`config.mk`:
```
export PLATFORM = sky130hd
export DESIGN_NAME = iir_direct_form_filter
export DESIGN_NICKNAME = d
export VERILOG_FILES = /design/src/sv/iirdf_pkg.sv /design/src/sv/iir_direct_form_filter.sv /design/src/sv/iirdf_ram.sv /design/src/sv/iirdf_mac.sv
export VERILOG_INCLUDE_DIRS = /design/src /design/src/sv
export SDC_FILE = /design/constraint.sdc
export NUM_CORES = 2
export LEC_CHECK = 0
export ABC_CLOCK_PERIOD_IN_PS = 6200
export BUFFER_PORTS_ARGS = -buffer_cell sky130_fd_sc_hd__buf_4
export CORE_ASPECT_RATIO = 0.7
export CORE_MARGIN = 2
export CORE_UTILIZATION = 50
export CTS_BUF_LIST = sky130_fd_sc_hd__clkbuf_4
export DETAILED_ROUTE_END_ITERATION = 8
export PLACE_DENSITY_LB_ADDON = 0.15
export SLEW_MARGIN = 20
export SYNTH_ARGS = -nofsm -noshare
export SYNTH_HDL_FRONTEND = slang
export SYNTH_SLANG_ARGS = --single-unit
export TNS_END_PERCENT = 50
```
`constraint.sdc`:
```
create_clock -name clk_i -period 6.2 [get_ports clk_i]
set_input_delay 0.93 -clock clk_i [delete_from_list [all_inputs] [get_ports clk_i]]
set_output_delay 0.93 -clock clk_i [all_outputs]
set_load 0.01 [all_outputs]
```
`src/sv/iir_direct_form_filter_assert.svh`:
```
// Assertion macros shared by the filter RTL.
// Both macros sample on clk_i and are switched off while rst_ni is low.
`ifndef IIR_DIRECT_FORM_FILTER_ASSERT_SVH
`define IIR_DIRECT_FORM_FILTER_ASSERT_SVH

// The property must hold in the same cycle as the trigger.
`define IIRDF_ASSERT_IMP(name, trig, prop, msg) \
  name: assert property (@(posedge clk_i) disable iff (!rst_ni) (trig) |-> (prop)) \
    else $error(msg);

// The property must hold in the cycle after the trigger.
`define IIRDF_ASSERT_NEXT(name, trig, prop, msg) \
  name: assert property (@(posedge clk_i) disable iff (!rst_ni) (trig) |=> (prop)) \
    else $error(msg);

`endif

```
`src/sv/iirdf_pkg.sv`:
```
`default_nettype none

package iirdf_pkg;

  // Word kinds carried on the slave tuser.
  localparam logic [1:0] OP_FILTER = 2'd0;
  localparam logic [1:0] OP_LOAD_B = 2'd1;
  localparam logic [1:0] OP_LOAD_A = 2'd2;

  // Configuration register indexes.
  localparam logic CFG_FF_TAPS = 1'b0;
  localparam logic CFG_FB_TAPS = 1'b1;

  // Bank select bit of the coefficient and history memories.
  localparam logic BANK_FF = 1'b0;
  localparam logic BANK_FB = 1'b1;
  localparam logic BANK_X  = 1'b0;
  localparam logic BANK_Y  = 1'b1;

  localparam int SAMPLE_W  = 16;
  localparam int COEF_W    = 18;
  localparam int PROD_W    = SAMPLE_W + COEF_W;
  localparam int TAP_REG_W = 5;
  localparam int FRAC_SH   = 14;

  typedef struct packed {
    logic clear;
    logic valid;
    logic sub;
  } mac_ctrl_t;

  typedef struct packed {
    logic busy;
  } mac_stat_t;

endpackage

`default_nettype wire

```
`src/sv/iir_direct_form_filter.sv`:
```
// Direct-form I IIR filter with Q1.15 samples and Q4.14 coefficients.
// Slave stream: tuser carries the word kind. A filter word shifts sample_in
// into the input history and produces one output word; a load word writes
// coef_value into the feedforward or feedback table at coef_index (indexes
// at or above MAX_TAPS are dropped) and produces nothing. Kind 3 is ignored.
// Master stream: tdata is the saturated Q1.15 sample, tuser[0] is set when
// the rounded sum had to be clipped.
// Configuration: cfg_index_i 0 sets the feedforward tap count Nb, 1 sets the
// feedback table length Na (1 means no feedback). Counts clamp to 1..MAX_TAPS.
// Timing: one multiply-accumulate per tap through a single shared MAC fed by
// the coefficient and history memories, one memory read a cycle each. The
// slave side is ready again from the same edge that loads a filter word's
// output, so a new filter word is accepted only once the last has finished.
// A load word is written at acceptance and leaves the slave side ready.
// If the master side stalls, the finished word waits in the output register
// while the next words are accepted; a following filter word holds in its final
// step until that register drains. Reset empties both histories, zeroes both
// coefficient tables and sets both tap counts to 1.
`default_nettype none

`include "iir_direct_form_filter_assert.svh"

module iir_direct_form_filter #(
  parameter int MAX_TAPS = 16
) (
  input  wire logic        clk_i,
  input  wire logic        rst_ni,
  // Configuration write port.
  input  wire logic        cfg_we_i,
  input  wire logic        cfg_index_i,
  input  wire logic [4:0]  cfg_data_i,
  // Slave stream.
  input  wire logic        s_axis_tvalid,
  output logic             s_axis_tready,
  // [3:0] coef_index, [21:4] coef_value, [37:22] sample_in, [39:38] zero
  input  wire logic [39:0] s_axis_tdata,
  // [1:0] opcode
  input  wire logic [1:0]  s_axis_tuser,
  // Master stream.
  output logic             m_axis_tvalid,
  input  wire logic        m_axis_tready,
  // [15:0] sample_out
  output logic [15:0]      m_axis_tdata,
  // [0] clipped
  output logic [0:0]       m_axis_tuser
);

  localparam int AW    = (MAX_TAPS > 1) ? $clog2(MAX_TAPS) : 1;
  localparam int SW    = (MAX_TAPS > 1) ? $clog2(2 * MAX_TAPS) : 1;
  localparam int ACC_W = iirdf_pkg::PROD_W + $clog2(2 * MAX_TAPS) + 2;

  localparam logic [1:0] ST_IDLE  = 2'd0;
  localparam logic [1:0] ST_RUN   = 2'd1;
  localparam logic [1:0] ST_DRAIN = 2'd2;
  localparam logic [1:0] ST_FIN   = 2'd3;

  // Input word fields.
  logic [3:0]                     in_index;
  logic [iirdf_pkg::COEF_W-1:0]   in_coef;
  logic [iirdf_pkg::SAMPLE_W-1:0] in_sample;
  logic                           in_fire, filter_fire, load_fire;

  assign in_index  = s_axis_tdata[3:0];
  assign in_coef   = s_axis_tdata[21:4];
  assign in_sample = s_axis_tdata[37:22];

  logic [1:0]    state_q, state_d;
  logic [SW-1:0] step_q, step_d;
  logic [AW-1:0] xp_q, xp_d, yp_q, yp_d;
  logic [iirdf_pkg::TAP_REG_W-1:0] ff_taps_q, fb_taps_q;
  logic          rd_v_q, rd_sub_q;
  logic          m_valid_q, m_valid_d, m_clip_q;
  logic [iirdf_pkg::SAMPLE_W-1:0] m_data_q;

  logic [SW-1:0] nb, na, total, fb_step;
  logic          ff_phase, issue, out_free;

  logic          coef_we, hist_we;
  logic [AW:0]   coef_waddr, coef_raddr, hist_waddr, hist_raddr;
  logic [iirdf_pkg::SAMPLE_W-1:0] hist_wdata, hist_rdata;
  logic [iirdf_pkg::COEF_W-1:0]   coef_rdata;

  iirdf_pkg::mac_ctrl_t mac_ctrl;
  iirdf_pkg::mac_stat_t mac_stat;
  logic [iirdf_pkg::SAMPLE_W-1:0] mac_result;
  logic                           mac_clip;

  assign s_axis_tready = (state_q == ST_IDLE);
  assign in_fire       = s_axis_tvalid && s_axis_tready;
  assign filter_fire   = in_fire && (s_axis_tuser == iirdf_pkg::OP_FILTER);
  assign load_fire     = in_fire && ((s_axis_tuser == iirdf_pkg::OP_LOAD_B) ||
                                     (s_axis_tuser == iirdf_pkg::OP_LOAD_A));

  // Tap counts clamped into 1..MAX_TAPS.
  always_comb begin
    if (ff_taps_q == '0) begin
      nb = SW'(1);
    end else if (int'(ff_taps_q) > MAX_TAPS) begin
      nb = SW'(MAX_TAPS);
    end else begin
      nb = SW'(ff_taps_q);
    end
    if (fb_taps_q == '0) begin
      na = SW'(1);
    end else if (int'(fb_taps_q) > MAX_TAPS) begin
      na = SW'(MAX_TAPS);
    end else begin
      na = SW'(fb_taps_q);
    end
  end

  // One step per feedforward tap, then one per feedback tap a[1]..a[Na-1].
  assign total    = nb + na - SW'(1);
  assign ff_phase = (step_q < nb);
  assign fb_step  = step_q - nb;
  assign issue    = (state_q == ST_RUN);
  assign out_free = !m_valid_q || m_axis_tready;

  // Coefficient tables share one memory: bank bit on top of the tap index.
  assign coef_we    = load_fire && (int'(in_index) < MAX_TAPS);
  assign coef_waddr = {(s_axis_tuser == iirdf_pkg::OP_LOAD_A) ? iirdf_pkg::BANK_FB
                                                              : iirdf_pkg::BANK_FF,
                       AW'(in_index)};
  assign coef_raddr = ff_phase ? {iirdf_pkg::BANK_FF, step_q[AW-1:0]}
                               : {iirdf_pkg::BANK_FB, fb_step[AW-1:0] + AW'(1)};

  // Histories are circular buffers: xp_q points at x[n], yp_q at y[n-1].
  // The new sample is written at acceptance, so the reads that start in the
  // next cycle already see it.
  always_comb begin
    hist_we    = 1'b0;
    hist_waddr = {iirdf_pkg::BANK_X, xp_q + AW'(1)};
    hist_wdata = in_sample;
    if (filter_fire) begin
      hist_we = 1'b1;
    end else if ((state_q == ST_FIN) && out_free) begin
      hist_we    = 1'b1;
      hist_waddr = {iirdf_pkg::BANK_Y, yp_q + AW'(1)};
      hist_wdata = mac_result;
    end
  end

  assign hist_raddr = ff_phase ? {iirdf_pkg::BANK_X, xp_q - step_q[AW-1:0]}
                               : {iirdf_pkg::BANK_Y, yp_q - fb_step[AW-1:0]};

  iirdf_ram #(
    .W  (iirdf_pkg::COEF_W),
    .AW (AW + 1)
  ) u_coef_ram (
    .clk_i   (clk_i),
    .rst_ni  (rst_ni),
    .we_i    (coef_we),
    .waddr_i (coef_waddr),
    .wdata_i (in_coef),
    .raddr_i (coef_raddr),
    .rdata_o (coef_rdata)
  );

  iirdf_ram #(
    .W  (iirdf_pkg::SAMPLE_W),
    .AW (AW + 1)
  ) u_hist_ram (
    .clk_i   (clk_i),
    .rst_ni  (rst_ni),
    .we_i    (hist_we),
    .waddr_i (hist_waddr),
    .wdata_i (hist_wdata),
    .raddr_i (hist_raddr),
    .rdata_o (hist_rdata)
  );

  // The MAC sees read data in the cycle after the address was issued.
  assign mac_ctrl.clear = filter_fire;
  assign mac_ctrl.valid = rd_v_q;
  assign mac_ctrl.sub   = rd_sub_q;

  iirdf_mac #(
    .ACC_W (ACC_W)
  ) u_mac (
    .clk_i    (clk_i),
    .rst_ni   (rst_ni),
    .ctrl_i   (mac_ctrl),
    .coef_i   (signed'(coef_rdata)),
    .data_i   (signed'(hist_rdata)),
    .stat_o   (mac_stat),
    .result_o (mac_result),
    .clip_o   (mac_clip)
  );

  // Sequencer.
  always_comb begin
    state_d   = state_q;
    step_d    = step_q;
    xp_d      = xp_q;
    yp_d      = yp_q;
    m_valid_d = m_valid_q && !m_axis_tready;
    case (state_q)
      ST_IDLE: begin
        if (filter_fire) begin
          xp_d    = xp_q + AW'(1);
          step_d  = '0;
          state_d = ST_RUN;
        end
      end
      ST_RUN: begin
        if (step_q == total - SW'(1)) begin
          state_d = ST_DRAIN;
        end else begin
          step_d = step_q + SW'(1);
        end
      end
      ST_DRAIN: begin
        if (!rd_v_q && !mac_stat.busy) begin
          state_d = ST_FIN;
        end
      end
      ST_FIN: begin
        if (out_free) begin
          yp_d      = yp_q + AW'(1);
          m_valid_d = 1'b1;
          state_d   = ST_IDLE;
        end
      end
      default: begin
        state_d = ST_IDLE;
      end
    endcase
  end

  always_ff @(posedge clk_i or negedge rst_ni) begin
    if (!rst_ni) begin
      state_q   <= ST_IDLE;
      step_q    <= '0;
      xp_q      <= '0;
      yp_q      <= '0;
      rd_v_q    <= 1'b0;
      rd_sub_q  <= 1'b0;
      m_valid_q <= 1'b0;
      ff_taps_q <= iirdf_pkg::TAP_REG_W'(1);
      fb_taps_q <= iirdf_pkg::TAP_REG_W'(1);
    end else begin
      state_q   <= state_d;
      step_q    <= step_d;
      xp_q      <= xp_d;
      yp_q      <= yp_d;
      rd_v_q    <= issue;
      rd_sub_q  <= !ff_phase;
      m_valid_q <= m_valid_d;
      if (cfg_we_i && (cfg_index_i == iirdf_pkg::CFG_FF_TAPS)) begin
        ff_taps_q <= cfg_data_i;
      end
      if (cfg_we_i && (cfg_index_i == iirdf_pkg::CFG_FB_TAPS)) begin
        fb_taps_q <= cfg_data_i;
      end
    end
  end

  // Output register, loaded only when it is free.
  always_ff @(posedge clk_i) begin
    if ((state_q == ST_FIN) && out_free) begin
      m_data_q <= mac_result;
      m_clip_q <= mac_clip;
    end
  end

  assign m_axis_tvalid   = m_valid_q;
  assign m_axis_tdata    = m_data_q;
  assign m_axis_tuser[0] = m_clip_q;

  `IIRDF_ASSERT_NEXT(a_filter_starts, filter_fire, state_q == ST_RUN, "sweep not started")
  `IIRDF_ASSERT_IMP(a_step_bound, state_q == ST_RUN, step_q < total, "step past tap count")
  `IIRDF_ASSERT_IMP(a_fin_drained, state_q == ST_FIN, !rd_v_q && !mac_stat.busy, "MAC busy")
  `IIRDF_ASSERT_NEXT(a_xp_hold, !filter_fire, $stable(xp_q), "history pointer moved")
  `IIRDF_ASSERT_NEXT(a_out_hold, (state_q == ST_FIN) && !out_free, state_q == ST_FIN, "word lost")

endmodule

`default_nettype wire

```
`src/sv/iirdf_ram.sv`:
```
`default_nettype none

// Single-port-write, single-port-read synchronous memory with a registered
// read. Entries that were never written since reset read as zero.
module iirdf_ram #(
  parameter int W  = 16,
  parameter int AW = 5
) (
  input  wire logic          clk_i,
  input  wire logic          rst_ni,
  input  wire logic          we_i,
  input  wire logic [AW-1:0] waddr_i,
  input  wire logic [W-1:0]  wdata_i,
  input  wire logic [AW-1:0] raddr_i,
  output logic      [W-1:0]  rdata_o
);

  localparam int DEPTH = 2 ** AW;

  logic [W-1:0]     mem_q [DEPTH];
  logic [DEPTH-1:0] valid_q;
  logic [W-1:0]     rdata_q;
  logic             rvalid_q;

  always_ff @(posedge clk_i) begin
    if (we_i) begin
      mem_q[waddr_i] <= wdata_i;
    end
    rdata_q <= mem_q[raddr_i];
  end

  always_ff @(posedge clk_i or negedge rst_ni) begin
    if (!rst_ni) begin
      valid_q  <= '0;
      rvalid_q <= 1'b0;
    end else begin
      if (we_i) begin
        valid_q[waddr_i] <= 1'b1;
      end
      rvalid_q <= valid_q[raddr_i];
    end
  end

  assign rdata_o = rvalid_q ? rdata_q : '0;

endmodule

`default_nettype wire

```
`src/sv/iirdf_mac.sv`:
```
`default_nettype none

// Shared multiply-accumulate: a registered product, then a wide accumulator.
// The rounded and saturated view of the accumulator is always available.
module iirdf_mac #(
  parameter int ACC_W = 40
) (
  input  wire logic                                 clk_i,
  input  wire logic                                 rst_ni,
  input  wire iirdf_pkg::mac_ctrl_t                 ctrl_i,
  input  wire logic signed [iirdf_pkg::COEF_W-1:0]   coef_i,
  input  wire logic signed [iirdf_pkg::SAMPLE_W-1:0] data_i,
  output iirdf_pkg::mac_stat_t                      stat_o,
  output logic [iirdf_pkg::SAMPLE_W-1:0]            result_o,
  output logic                                      clip_o
);

  localparam int SW = iirdf_pkg::SAMPLE_W;

  logic signed [iirdf_pkg::PROD_W-1:0] prod_d, prod_q;
  logic                                p_v_q, p_sub_q;
  logic signed [ACC_W-1:0]             acc_q, acc_d;
  logic signed [ACC_W-1:0]             rounded, shifted;
  logic [ACC_W-SW:0]                   hi_bits;

  assign prod_d = coef_i * data_i;

  always_ff @(posedge clk_i or negedge rst_ni) begin
    if (!rst_ni) begin
      p_v_q   <= 1'b0;
      p_sub_q <= 1'b0;
    end else begin
      p_v_q   <= ctrl_i.valid;
      p_sub_q <= ctrl_i.sub;
    end
  end

  always_comb begin
    acc_d = acc_q;
    if (ctrl_i.clear) begin
      acc_d = '0;
    end else if (p_v_q) begin
      if (p_sub_q) begin
        acc_d = acc_q - ACC_W'(prod_q);
      end else begin
        acc_d = acc_q + ACC_W'(prod_q);
      end
    end
  end

  always_ff @(posedge clk_i) begin
    prod_q <= prod_d;
    acc_q  <= acc_d;
  end

  // Round half up, then floor to Q1.15 with an arithmetic shift.
  assign rounded = acc_q + ACC_W'(2 ** (iirdf_pkg::FRAC_SH - 1));
  assign shifted = rounded >>> iirdf_pkg::FRAC_SH;
  assign hi_bits = shifted[ACC_W-1:SW-1];

  always_comb begin
    if ((hi_bits == '0) || (hi_bits == '1)) begin
      result_o = shifted[SW-1:0];
      clip_o   = 1'b0;
    end else begin
      result_o = shifted[ACC_W-1] ? {1'b1, {(SW-1){1'b0}}} : {1'b0, {(SW-1){1'b1}}};
      clip_o   = 1'b1;
    end
  end

  assign stat_o.busy = p_v_q | ctrl_i.valid;

endmodule

`default_nettype wire
```
==> run_results.csv <==
group,metric,value,unit
outcome,status,"finished, violations left",
outcome,violations,"negative setup slack",
critical_path,reg2reg_start,"u_hist_ram.rvalid_q",
global_route,grt_antenna_before_repair,7,
floorplanning,die_y,307,µm
sta,slew-limit-headroom,0.202,
sta,maxSlewViolCount,0,
yosys,postSynth.topFlopCell,"edfxtp_1",
placement,port_buffers,69,
yosys,number_of_synthesized_register_bits,1310,
cts,cts_tree,"built",
yosys,post_synth.cell_area_avg,12.3,µm²
yosys,yosys_warnings,0,
sta,min_period,6.38,ns
routing,post_route_drc,0,
layout,final_layout_size_suffix_gt1_frac,0.207,
sta,clock_skews,0.162,ns
critical_path,worstPathArrival,7.56,ns
global_route,maximum_number_of_pins_on_one_net_before_global_route_repair,83,
critical_path,worstPathMaxFanout,8,
critical_path,critical_path_class,"flip-flop to flip-flop",
yosys,synth.most_common_cell,"edfxtp_1",
cts,cts_buffers,331,
critical_path,cp-end-kind,"flip-flop",
cts,clkTransAtPathRegs,0.07,ns
routing,vias_post_dr,44700,
layout,layoutNonFillerInstCount,7905,
yosys,netlist-cell-type-count,86,
critical_path,crit_path_start,"u_hist_ram.rvalid_q",
layout,area_delta_synth_final,15.6,%
hold_path,min_from,"cfg_index_i",
routing,detail_route.vias_per_cell,5.66,
floorplanning,std_cell_rows,111,
critical_path,cp-start-kind,"flip-flop",
floorplanning,die_width,438,µm
routing,initialDrtViolationCount,4655,
layout,layout_fillers,10700,
yosys,synth_enable_flop_cells,1105,
global_route,grt_first_pass_wirelength,269000,µm
routing,detail_route.first_pass.iterations,6,
yosys,ys_top_cells_by_count,"edfxtp_1 (1105), nand2_1 (854), inv_1 (370)",
global_route,grt.total_usage,0.267,
run,timing.max_cap.violations,0,
cts,worstSkewPairLatency,1.32,ns
global_route,first_global_vias,42700,
cts,clock_path_buffers,4,
placement,place_congestion,0.962,
critical_path,worst_ep_required_time,7.39,ns
yosys,area_share_of_the_leading_cell_type_in_the_synthesized_netlist,0.504,
routing,detail-route-antenna-nets,0,
hold_path,worst_hold_path_type,"input port to flip-flop",
yosys,netlist_top_cells_area,"edfxtp_1 (50%), fa_1 (9.0%), mux2i_1 (5.6%)",
sta,tightestPinTransition,1.19,ns
sta,total_negative_setup_slack,-0.676,ns
yosys,synth_sequential_area_ratio,0.574,
sta,final_hold_violation_count,0,
routing,wirelength_per_cell,22.9,µm
placement,dpl.cell_count,7276,
routing,routed_wl,181000,µm
yosys,postSynth.asyncResetShare,0.0733,
cts,clock-root-buffer,"clkbuf_4",
global_route,overflow,0,
placement,hpwlAfterDp,118000,µm
sta,period_share,1.03,
floorplanning,core,0.131,mm²
sta,final_critical_path_setup_slack,-0.177,ns
floorplanning,floorplan.initialDensity,0.503,
yosys,netlist_instances,5366,
floorplanning,die_area,0.135,mm²
cts,htreeDepth,5,
sta,rsz0062_at_grt,"true",
sta,max_freq,157,MHz
yosys,synthesis.nets,5870,
floorplanning,pin_count,72,
cts,numClockSinks,1310,
yosys,yosys.area.top_type,"edfxtp_1",
sta,finalSetupViolations,6,
yosys,syn-cell-area,0.0658,mm²
layout,final_nets,6421,
-- worst max-delay path, cell delays in order, from the launching register on --
cell and delay [ns]:
dfrtp_2 0.43, buf_6 0.13, buf_12 0.14, and2_4 0.14, buf_8 0.14, buf_4 0.13, nand2_1 0.07, fa_1 0.18
inv_1 0.07, fa_1 0.53, inv_1 0.06, fa_2 0.62, inv_2 0.05, fa_2 0.45, fa_1 0.49, inv_1 0.05
fa_1 0.48, inv_2 0.05, ha_4 0.21, a211oi_2 0.19, o21ai_1 0.12, a21o_1 0.21, a22oi_2 0.26, a31oi_4 0.17
o41a_1 0.43, a21o_1 0.18, a21oi_2 0.13, xnor2_1 0.13
-- timing repair --
action	CTS	global route
pin swaps	56	55
setup endpoints to repair	13	12
buffers inserted	14	16
hold buffers	27	0
resized for setup	93	75
hold endpoints to repair	517	0
cloned	2	3
-- metrics by stage --
step                worst slack, ns  cell area (µm²)   util  hold WS [ns]
floorplan                   -0.0226            65800      -         0.331
global placement             -0.355            70700  0.541         0.337
finish                       -0.177            76000  0.582         0.139
detailed placement           -0.465            70700  0.541         0.340
global route                 -0.403            76000  0.582        0.0820
CTS                          -0.164            75600  0.579       0.00574
-- layout make-up --
class                      instances  area (µm²)  share of cell area
multi-input combinational       3421       26400               0.347
antenna                            7        17.5            0.000230
clock buffer                     490        3680              0.0484
timing repair buffer             482        4160              0.0547
tap                             1751        2190              0.0288
inverter                         371        1400              0.0183
sequential                      1310       37800               0.497
clock inverter                    73         422             0.00554
-- layout by cell type, fill, tap and decap left out, drive strengths merged, types with 94 or more instances in the layout --
master  count
buf       453
dfxtp     109
nand2     854
inv       373
nand4     133
clkbuf    492
dfrtp      94
nand3     258
xnor2     110
fa        295
ha        156
edfxtp   1105
nor2      347
mux2i     365
-- per-layer routing --
layer | vias to the layer above | track usage | part of all wire
met5 | - | 0 | 0.0011
met3 | 276 | 0.0632 | 0.098
met1 | 22000 | 0.417 | 0.47
met4 | 2 | 0.0783 | 0.022
met2 | 2077 | 0.368 | 0.41
li1 | 20300 | - | -
-- final timing paths --
| check | cells after the start | slack [ns] | to |
|---|---|---|---|
| setup / recovery | 27 | -0.18 | u_mac.prod_q[33] |
| hold / removal | 3 | 0.14 | ff_taps_q[2] |
| setup reg to reg | 27 | -0.18 | u_mac.prod_q[33] |
| hold reg to reg | 0 | 0.36 | u_mac.p_sub_q |
| max in group asynchronous | 3 | 4.61 | u_coef_ram.valid_q[6] |
| min in group asynchronous | 2 | 0.17 | u_hist_ram.valid_q[13] |
-- cells by family after synthesis --
kind of cell    Yosys count  synth area share
mux                     413            0.0641
fa+ha+maj               451             0.119
buf+inv                 635            0.0372
flops                  1310             0.574
simple gates           1897             0.131
compound gates          515            0.0550
xor+xnor                145            0.0193
-- registers in the layout (all words and copies together) (netlist names), 2 cells and up --
register	count
state_q	2
u_mac.prod_q	34
xp_q	4
u_coef_ram.mem_q	576
u_hist_ram.mem_q	512
u_coef_ram.rdata_q	18
fb_taps_q	5
m_axis_tdata	16
u_hist_ram.rdata_q	16
yp_q	4
u_coef_ram.valid_q	32
step_q	5
u_hist_ram.valid_q	32
ff_taps_q	5
u_mac.acc_q	41
Power is not shown: default switching activity piles up to over one toggle a cycle in this logic, so the estimate is an artifact.
